### config.mk
export PLATFORM = sky130hd
export DESIGN_NAME = rcspt_cmp
export DESIGN_NICKNAME = d
export VERILOG_FILES = /design/src/sv/rcspt_pkg.sv /design/src/sv/rcspt_cmp.sv
export SDC_FILE = /design/constraint.sdc
export NUM_CORES = 1
export LEC_CHECK = 0
export BUFFER_PORTS_ARGS = -buffer_cell sky130_fd_sc_hd__buf_2
export CORE_AREA = 2 2 59 61
export DETAILED_ROUTE_END_ITERATION = 12
export DIE_AREA = 0 0 61 63
export PLACE_DENSITY = 0.86
export SETUP_SLACK_MARGIN = 0.05
export SYNTH_ARGS = -nofsm -noshare
export SYNTH_HDL_FRONTEND = slang
export SYNTH_SLANG_ARGS = --single-unit
### constraint.sdc
create_clock -name vclk -period 2.5
set_input_delay 0.125 -clock vclk [all_inputs]
set_output_delay 0.125 -clock vclk [all_outputs]
set_load 0.03 [all_outputs]
### src/sv/rcspt_pkg.sv
// Shared widths, codes and types of the reference-counted shared page table.
package rcspt_pkg;

    localparam int ENTRIES_DEF = 64;

    localparam int OP_W     = 2;
    localparam int FILE_W   = 16;
    localparam int OFFSET_W = 40;
    localparam int IDX_W    = 6;
    localparam int FRAME_W  = 20;
    localparam int STS_W    = 3;
    localparam int FLT_W    = 2;
    localparam int CNT_W    = 16;

    localparam logic [CNT_W-1:0] COUNT_MAX = '1;

    localparam logic [OP_W-1:0] OP_LOOKUP  = 2'd0;
    localparam logic [OP_W-1:0] OP_CREATE  = 2'd1;
    localparam logic [OP_W-1:0] OP_RELEASE = 2'd2;

    localparam logic [STS_W-1:0] STS_HIT       = 3'd0;
    localparam logic [STS_W-1:0] STS_CREATED   = 3'd1;
    localparam logic [STS_W-1:0] STS_NOT_FOUND = 3'd2;
    localparam logic [STS_W-1:0] STS_FULL      = 3'd3;
    localparam logic [STS_W-1:0] STS_NO_FRAME  = 3'd4;
    localparam logic [STS_W-1:0] STS_REL_HELD  = 3'd5;
    localparam logic [STS_W-1:0] STS_REL_FREED = 3'd6;

    localparam logic [FLT_W-1:0] FLT_NONE     = 2'd0;
    localparam logic [FLT_W-1:0] FLT_NOT_HELD = 2'd1;
    localparam logic [FLT_W-1:0] FLT_AT_MAX   = 2'd2;

    typedef struct packed {
        logic [CNT_W-1:0]    count;
        logic [FILE_W-1:0]   file;
        logic [OFFSET_W-1:0] offset;
        logic [FRAME_W-1:0]  frame;
    } t_entry;

    typedef struct packed {
        logic live;
        logic match;
        logic at_max;
        logic last_ref;
    } t_cmp;

endpackage

### src/sv/rcspt_cmp.sv
// Shared entry compare unit: liveness, key match and count limits of one entry.
module rcspt_cmp import rcspt_pkg::*; (
    input  t_entry              i_entry,
    input  logic [FILE_W-1:0]   i_file,
    input  logic [OFFSET_W-1:0] i_offset,
    output t_cmp                o_cmp
);

    always_comb begin
        o_cmp.live     = (i_entry.count != '0);
        o_cmp.match    = (i_entry.file == i_file) && (i_entry.offset == i_offset);
        o_cmp.at_max   = (i_entry.count == COUNT_MAX);
        o_cmp.last_ref = (i_entry.count == CNT_W'(1));
    end

endmodule

Yosys cells after proc, flatten, opt, wreduce, memory -nomap -nowiden
Index checks and enable logic that the tools add are counted.
{"block": "op_classes", "addsub": 0, "n_mul": 0, "n_div": 0, "n_lt_le_gt_ge": 0, "eq_ne": 4, "shifts": 0, "muxes": 0, "bitwise": 0, "n_reduce_logical": 2}
{"operator": "$eq 40x40->1", "n": 1}
{"operator": "$eq 16x1->1 const B", "n": 1}
{"operator": "$eq 16x16->1", "n": 1}
{"operator": "$eq 16x16->1 const B", "n": 1}
{"operator": "$reduce_bool 16->1", "n": 1}
{"operator": "$logic_and 1x1->1", "n": 1}
{"block": "totals", "reg_bits": 0, "latchBits": 0, "mem_bits_rw": 0, "mem_bits_ro": 0, "in_bits": 148, "word_cells": 6, "mem_count": 0}

Longest topological paths before layout
Gate-level depths: netlist of run 1.
{"block": "logic_depth", "word_depth": 2, "depth_mapped": 4, "mapped_depth_nobuf": 4}

Worst setup path before layout of run 1
OpenSTA, ideal clock, no wires.
{"block": "synth_timing", "kind": "input -> output", "start": "input i_offset[28]", "end": "output o_cmp[2] in the netlist's numbering", "arrival_ns": 1.335, "path_slack_ns": 1.040, "stages": 4, "path_buffers": 0, "path_cell_list": "xor2_1 nor4_1 nand4_1 nor4_2"}
{"item": "start, declared", "line_no": "rcspt_cmp.sv:5", "text": "input logic [OFFSET_W-1:0] i_offset,"}
{"item": "end, declared", "line_no": "rcspt_cmp.sv:6", "text": "output t_cmp o_cmp"}

==> results of run 1 <==
[per-stage QoR]
step / setup WS (ns) / hold slack, ns
6_report: 0.898 / 0.613
5_1_grt: 0.856 / 0.652
4_1_cts: 0.858 / 0.618
3_5_place_dp: 0.861 / 0.620
3_3_place_gp: 0.886 / 0.612
2_1_floorplan: 1.04 / 0.423
[cells in the final DEF (no fill, tap or decap)]
cell,n
nor2_1,1
inv_1,1
xor2_1,56
nor3_1,1
nor4_2,1
nand2_1,1
nand4_1,8
nor4_1,18
nand2b_1,1
buf_2,132
[final cells by class]
type,count,area share
multi-input combinational,87,0.487
timing repair buffer,132,0.470
tap,46,0.0409
inverter,1,0.00267
[logic make-up (layout without fill, tap and decap cells)]
family / count (synthesis) / count (layout) / share of synthesized area
XOR/XNOR: 56 / 56 / 0.713
AND/OR/NAND/NOR: 31 / 31 / 0.282
buffers and inverters: 1 / 133 / 0.00545
[worst min-delay path, delay by kind of cell]
| kind | cells | cell delay [ns] |
|---|---|---|
| AND/OR/NAND/NOR | 1 | 0.05 |
| buffers and inverters | 3 | 0.30 |
[per-layer routing]
| layer | up-vias | global-route usage |
|---|---|---|
| met5 | - | 0 |
| met4 | 0 | 0 |
| met3 | 0 | 0.0124 |
| met2 | 84 | 0.246 |
| met1 | 474 | 0.108 |
| li1 | 583 | - |
[worst min-delay path by stage]
stage / startpoint / end / slack (ns) / cells past startpoint
floorplan: i_entry[76] / o_cmp[0] / 0.42 / 2
global placement: i_entry[76] / o_cmp[3] / 0.61 / 4
detailed placement: i_entry[76] / o_cmp[3] / 0.62 / 4
CTS: i_entry[76] / o_cmp[3] / 0.62 / 4
global route: i_entry[81] / o_cmp[1] / 0.65 / 4
finish: i_entry[76] / o_cmp[3] / 0.61 / 4
[power by group through the flow]
stage,Clock (uW),Combinational (uW),Sequential [uW]
final,0,188,0
after floorplan,0,66.2,0
after global routing,0,210,0
after CTS,0,191,0
after detailed placement,0,191,0
after global placement,0,186,0
==> impl_metrics.csv, run 1 <==
group,metric,value,unit
finish,regArea,0,sq um
route,maxUsedRoutingLayer,"met3",
finish,nClkBuffers,0,
job,drv_cap,0,
clock_network,hold_buffers,0,
synthesis,synth_cells,88,
synthesis,yosys_warnings,0,
synthesis,postSynthAreaPerCell,7.82,sq um
critical_path,max_stage_delay,0.38,ns
route,routed_wl,2.56,mm
finish,final_cell_area,1410,sq um
floorplanning,num_io_pins,152,
route,routedWlPerCell,9.64,microns
global_route,grt_first_pass_wirelength,3.53,mm
floorplanning,die_w,61,microns
sta,slew_headroom,0.756,
route,firstDrtPassIters,1,
finish,nFillCells,356,
floorplanning,initial_core_util,0.213,
floorplanning,dieHeight,63,microns
global_route,grt_max_degree,3,
synthesis,yosysMostFrequentCell,"xor2_1",
route,met2_length,1.38,mm
finish,area_growth,104,%
sta,tightestPinTransition,0.362,ns
power_and_ir_drop,seqPwrFrac,0,
power_and_ir_drop,p_clk_frac,0,
global_route,grt_pass1_vias,1016,
run_status,outcome,"finished, final reports clean",
finish,drive_gt1_frac,0.605,
power_and_ir_drop,power.share.combinational,1.000,
power_and_ir_drop,total_power,188,uW
clock_network,ctsResizeCount,0,
synthesis,synth_area_leader_cell,"xor2_1",
route,route.met3.wl,389,microns
power_and_ir_drop,sw_frac_of_total,0.400,
critical_path,critPathRequiredTime,2.38,ns
critical_path,crit_fanout,1,
critical_path,critPathKind,"input port to output port",
critical_path,worstSetupStartpointType,"input port",
route,met1_length,794,microns
synthesis,synthDistinctLibCells,9,
critical_path,path_buf_inv,2,
finish,seq_cells,0,
placed_design,port_buffers,132,
placed_design,finalWeightedCongestion,0.725,
route,drt_iter0_markers,0,
sta,fmax,624,MHz
finish,num_antenna_cells,0,
floorplanning,fp-row-count,21,
route,drc_errors,0,
critical_path,crit_path_end_kind,"output port",
global_route,antenna_found_initial,0,
synthesis,synthTopCellsByCount,"xor2_1 (56), nor4_1 (18), nand4_1 (8)",
sta,setup_viol,0,
sta,finalCritPeriodShare,0.641,
sta,period_needed,1.60,ns
finish,multiInputGateArea,684,sq um
placed_design,hpwl,2.51,mm
route,vias,1141,
route,vias_per_cell,4.29,
synthesis,syn-num-nets,236,
critical_path,crit_start,"i_offset[5]",
synthesis,ys_top_cells_by_area,"xor2_1 (71%), nor4_1 (16%), nand4_1 (7.3%)",
sta,fin_setup_tns,0,ns
global_route,grtUsageTotal,0.112,
synthesis,ys_seq_area_frac,0,
critical_path,cp_common_cell,"buf_2",
clock_network,post-cts-setup-buffers,0,
global_route,grt_overflow,0,
sta,slew_violations,0,
critical_path,critical_path.endpoint,"o_cmp[2]",
hold_path,hp-class,"input port to output port",
critical_path,critPathArrivalTime,1.48,ns
finish,fin_cells,266,
power_and_ir_drop,p_per_area,134,nW/um^2
critical_path,critical_path.cell_chain,"buf_2 -> xor2_1 -> nor4_1 -> nand4_1 -> nor4_2 -> buf_2",
finish,final_net_count,370,
critical_path,cp.depth,6,
placed_design,placed_cells,266,
sta,hold_viol,0,
power_and_ir_drop,p_switching,75.2,uW
placed_design,place_area,1410,sq um
floorplanning,die_area,3840,sq um
power_and_ir_drop,internal_power,113,uW
power_and_ir_drop,p_leak,0.000783,uW
floorplanning,core,3230,sq um
route,antenna_left,0,
power_and_ir_drop,peakVddDrop,0.0618,mV
synthesis,syn_area,688,sq um
sta,rsz0062_at_grt,"no",
synthesis,synth_top_area_share,0.713,
critical_path,slowest_stage,"nor4_1",
finish,utilization,0.435,
critical_path,critPathTopFamily,"simple AND/OR/NAND/NOR gates",
(Power assumes the default switching activity.)
==> run 2: changes to the inputs <==
- clock period: 2.5 -> 1.5 ns (I/O delays scaled with it)
==> run 2 against run 1 <==
Cell count rose by 0.38%. Global-route usage rose by 0.73 points. Largest cell class unchanged. Largest power group unchanged. Via count rose by 1.4%. First-iteration DRC count rose by 5. Die area did not move. Highest routed layer unchanged. Combinational power rose by 70%. Critical path depth rose by 1. Worst hold slack got worse by 0.088 ns.
==> impl_metrics.csv, run 2 (synthesis gave the netlist of run 1 again) <==
group,metric,value,unit
run_status,outcome,"finished, final reports clean",
power_and_ir_drop,p_leak,0.000792,uW
critical_path,critPathArrivalTime,1.34,ns
sta,fmax,705,MHz
sta,rsz0062_at_grt,"yes",
placed_design,port_buffers,132,
route,drc_errors,0,
finish,nClkBuffers,0,
finish,regArea,0,sq um
placed_design,placed_cells,267,
finish,drive_gt1_frac,0.606,
route,drt_iter0_markers,5,
power_and_ir_drop,power.share.combinational,1.000,
route,vias,1157,
finish,nFillCells,357,
power_and_ir_drop,sw_frac_of_total,0.397,
placed_design,finalWeightedCongestion,0.719,
sta,fin_setup_tns,0,ns
route,vias_per_cell,4.33,
finish,final_cell_mix,"buf_2 (129), xor2_1 (56), nor4_1 (18), nand4_1 (8)",
floorplanning,fp-row-count,21,
floorplanning,initial_core_util,0.213,
critical_path,crit_fanout,1,
global_route,grtUsageTotal,0.119,
power_and_ir_drop,internal_power,193,uW
placed_design,place_area,1410,sq um
power_and_ir_drop,seqPwrFrac,0,
sta,setup_viol,0,
critical_path,worstSetupStartpointType,"input port",
finish,layout_commonest_cell,"buf_2",
global_route,grt_pass1_vias,1122,
critical_path,crit_path_end_kind,"output port",
placed_design,hpwl,2.54,mm
power_and_ir_drop,peakVddDrop,0.0941,mV
power_and_ir_drop,p_per_area,224,nW/um^2
sta,slew_headroom,0.781,
global_route,grt_first_pass_wirelength,3.79,mm
critical_path,critPathRequiredTime,1.42,ns
sta,slew_violations,0,
placed_design,dpl_worst_slack,-0.0190,ns
sta,worst_slack,0.0812,ns
floorplanning,core,3230,sq um
route,routed_wl,2.62,mm
global_route,antenna_found_initial,0,
sta,tightestPinTransition,0.326,ns
finish,final_net_count,371,
finish,multiInputGateArea,684,sq um
global_route,grt_overflow,0,
sta,finalCritPeriodShare,0.946,
power_and_ir_drop,p_switching,127,uW
floorplanning,dieHeight,63,microns
finish,final_cell_area,1430,sq um
floorplanning,die_w,61,microns
clock_network,post-cts-setup-buffers,0,
route,firstDrtPassIters,2,
critical_path,critPathKind,"input port to output port",
route,routedWlPerCell,9.79,microns
finish,seq_cells,0,
floorplanning,num_io_pins,152,
sta,period_needed,1.42,ns
job,drv_cap,0,
finish,area_growth,108,%
global_route,grt_max_degree,3,
floorplanning,die_area,3840,sq um
finish,fin_cells,267,
finish,num_antenna_cells,0,
hold_path,hp-class,"input port to output port",
power_and_ir_drop,p_clk_frac,0,
route,antenna_left,0,
sta,hold_viol,0,
[run 2: changes by cell type in the layout (fill, tap and decap cells not counted), sizes merged]
| cell | previous run | this run |
|---|---|---|
| buf | 132 | 133 |
[run 2: worst paths after layout]
| path | from | end | slack, ns | cells past startpoint |
|---|---|---|---|---|
| setup / recovery | i_entry[31] | o_cmp[2] | 0.08 | 7 |
| hold / removal | i_entry[86] | o_cmp[1] | 0.53 | 4 |
[run 2: critical path, cell delays in order]
cell     delay (ns)
buf_6          0.09
xor2_1         0.14
nor4_1         0.32
buf_4          0.16
nand4_1        0.12
nor4_2         0.24
buf_4          0.20
[run 2: per-layer routing]
layer,part of all wire,up-vias,track usage
li1,-,584,-
met5,0,-,0
met4,0,0,0
met1,0.31,489,0.110
met3,0.13,0,0.0104
met2,0.56,84,0.270
[run 2: final cells by class]
cell class | instances | share of cell area
well taps | 46 | 0.0403
multi-input cells | 87 | 0.479
repair buffers | 133 | 0.478
inverters | 1 | 0.00263
[run 2: power groups by stage]
stage	Sequential [uW]	Combinational [uW]	Clock [uW]
after floorplan	0	110	0
after global placement	0	313	0
after detailed placement	0	320	0
after CTS	0	325	0
after global routing	0	356	0
final	0	320	0
[run 2: through the flow]
step / hold WS (ns) / power (uW) / utilization
after floorplan: 0.323 / 110 / -
after CTS: 0.525 / 325 / 0.442
after global placement: 0.512 / 313 / 0.437
final: 0.525 / 320 / 0.442
after detailed placement: 0.524 / 320 / 0.437
after global routing: 0.546 / 356 / 0.442
[run 2: timing repair]
action | 4_1_cts | 5_1_grt
hold buffers | 0 | 0
hold endpoints to repair | 0 | 0
pin swaps | 4 | 0
setup endpoints to repair | 1 | 1
resized for setup | 3 | 0
==> run 3: changes to the inputs <==
- ABC_AREA: default -> 1
- PLACE_DENSITY: 0.86 -> 0.94
- clock period: 1.5 -> 1.7 ns (I/O delays scaled with it)
==> run 3 against run 2 <==
Wire length increased by 17%. Non-clock buffer count decreased by 1. Synthesized cell count increased by 110%. Design area up 15%. Critical path depth fell by 1. Worst hold slack better by 0.015 ns.
==> impl_metrics.csv, run 3 <==
group,metric,value,unit
global_route,grt_pass1_vias,1405,
route,vias_per_cell,4.12,
finish,area_growth,77.7,%
sta,rsz0062_at_grt,"no",
synthesis,synth_top_area_share,0.284,
global_route,grtUsageTotal,0.153,
floorplanning,num_io_pins,152,
placed_design,hpwl,2.97,mm
placed_design,dpl_worst_slack,0.552,ns
finish,final_cell_area,1640,sq um
finish,drive_gt1_frac,0.424,
sta,tightestPinTransition,0.337,ns
job,drv_cap,0,
sta,worst_slack,0.565,ns
placed_design,place_area,1640,sq um
synthesis,syn-num-nets,330,
sta,fin_setup_tns,0,ns
sta,period_needed,1.14,ns
clock_network,ctsResizeCount,0,
sta,hold_viol,0,
sta,slew_violations,0,
global_route,grt_max_degree,4,
synthesis,synthDistinctLibCells,11,
floorplanning,initial_core_util,0.286,
sta,fmax,881,MHz
route,vias,1484,
power_and_ir_drop,peakVddDrop,0.0975,mV
hold_path,hp-class,"input port to output port",
route,drc_errors,0,
finish,layout_commonest_cell,"buf_2",
critical_path,critPathKind,"input port to output port",
power_and_ir_drop,p_leak,0.00100,uW
clock_network,hold_buffers,0,
floorplanning,dieHeight,63,microns
route,firstDrtPassIters,4,
route,drt_iter0_markers,48,
finish,regArea,0,sq um
global_route,grt_overflow,0,
synthesis,syn_area,925,sq um
critical_path,critPathArrivalTime,1.05,ns
synthesis,synth_area_leader_cell,"nand2_1",
critical_path,crit_fanout,2,
sta,setup_viol,0,
placed_design,finalWeightedCongestion,0.678,
sta,finalCritPeriodShare,0.668,
finish,num_antenna_cells,0,
clock_network,post-cts-setup-buffers,0,
placed_design,port_buffers,132,
synthesis,postSynthAreaPerCell,5.08,sq um
power_and_ir_drop,total_power,339,uW
synthesis,yosys_warnings,0,
floorplanning,die_area,3840,sq um
synthesis,synth_cells,182,
critical_path,critPathRequiredTime,1.62,ns
synthesis,synthTopCellsByCount,"nand2_1 (70), nor2_1 (31), inv_1 (28)",
finish,nClkBuffers,0,
floorplanning,die_w,61,microns
global_route,grt_first_pass_wirelength,4.85,mm
critical_path,worstSetupStartpointType,"input port",
finish,final_net_count,464,
floorplanning,fp-row-count,21,
critical_path,crit_path_end_kind,"output port",
route,routedWlPerCell,8.47,microns
run_status,outcome,"finished, final reports clean",
floorplanning,core,3230,sq um
finish,seq_cells,0,
global_route,antenna_found_initial,0,
synthesis,yosysMostFrequentCell,"nand2_1",
finish,final_cell_mix,"buf_2 (132), nand2_1 (70), nor2_1 (31), inv_1 (28), xnor2_1 (26)",
route,antenna_left,0,
sta,slew_headroom,0.773,
synthesis,ys_seq_area_frac,0,
route,routed_wl,3.05,mm
synthesis,ys_top_cells_by_area,"nand2_1 (28%), xnor2_1 (25%), xor2_1 (15%)",
power_and_ir_drop,p_per_area,206,nW/um^2
[run 3: cell count changes after synthesis, sizes merged]
cell,previous run,this run
inv,1,28
nand2,1,70
nand2b,1,0
nand3,0,1
nand4,8,5
nor2,1,31
nor4,19,3
or2,0,1
xnor2,0,26
xor2,56,16
[run 3: worst paths after layout]
path                   startpoint        to  slack, ns  cells after the start
worst max-delay path  i_entry[85]  o_cmp[0]       0.56                      6
worst min-delay path  i_entry[76]  o_cmp[0]       0.54                      4
[run 3: cells by family after synthesis]
logic type,count (synthesis),share of synthesized area
buffers and inverters,28,0.114
XOR/XNOR,42,0.398
AND/OR/NAND/NOR,112,0.488
[run 3: cell type report]
class	instances	area [sq um]
fillers	349	1590
multi-input cells	154	820
repair buffers	132	661
inverters	28	105
well taps	46	57.6
[run 3: where the power goes]
part           total, uW  switching [uW]  internal [uW]
Combinational        339             144            195
Clock                  0               0              0
Sequential             0               0              0
Total                339             144            195
[run 3: stage by stage]
step                      utilization  hold slack, ns  std cells
after floorplan                     -           0.330        182
after global placement          0.508           0.529        360
after detailed placement        0.508           0.543        360
after CTS                       0.508           0.542        360
after global routing            0.508           0.567        360
final                           0.508           0.540        360
[run 3: critical path, stage by stage]
cell,delay (ns)
buf_2,0.10
or2_1,0.22
nor4_2,0.25
nand2_1,0.08
nor2_1,0.10
buf_2,0.20
[run 3: per-layer routing]
metal	up-vias	part of all wire	track usage
li1	801	-	-
met1	615	0.32	0.133
met2	68	0.59	0.356
met3	0	0.091	0.00828
met4	0	0	0.00543
met5	-	0	0
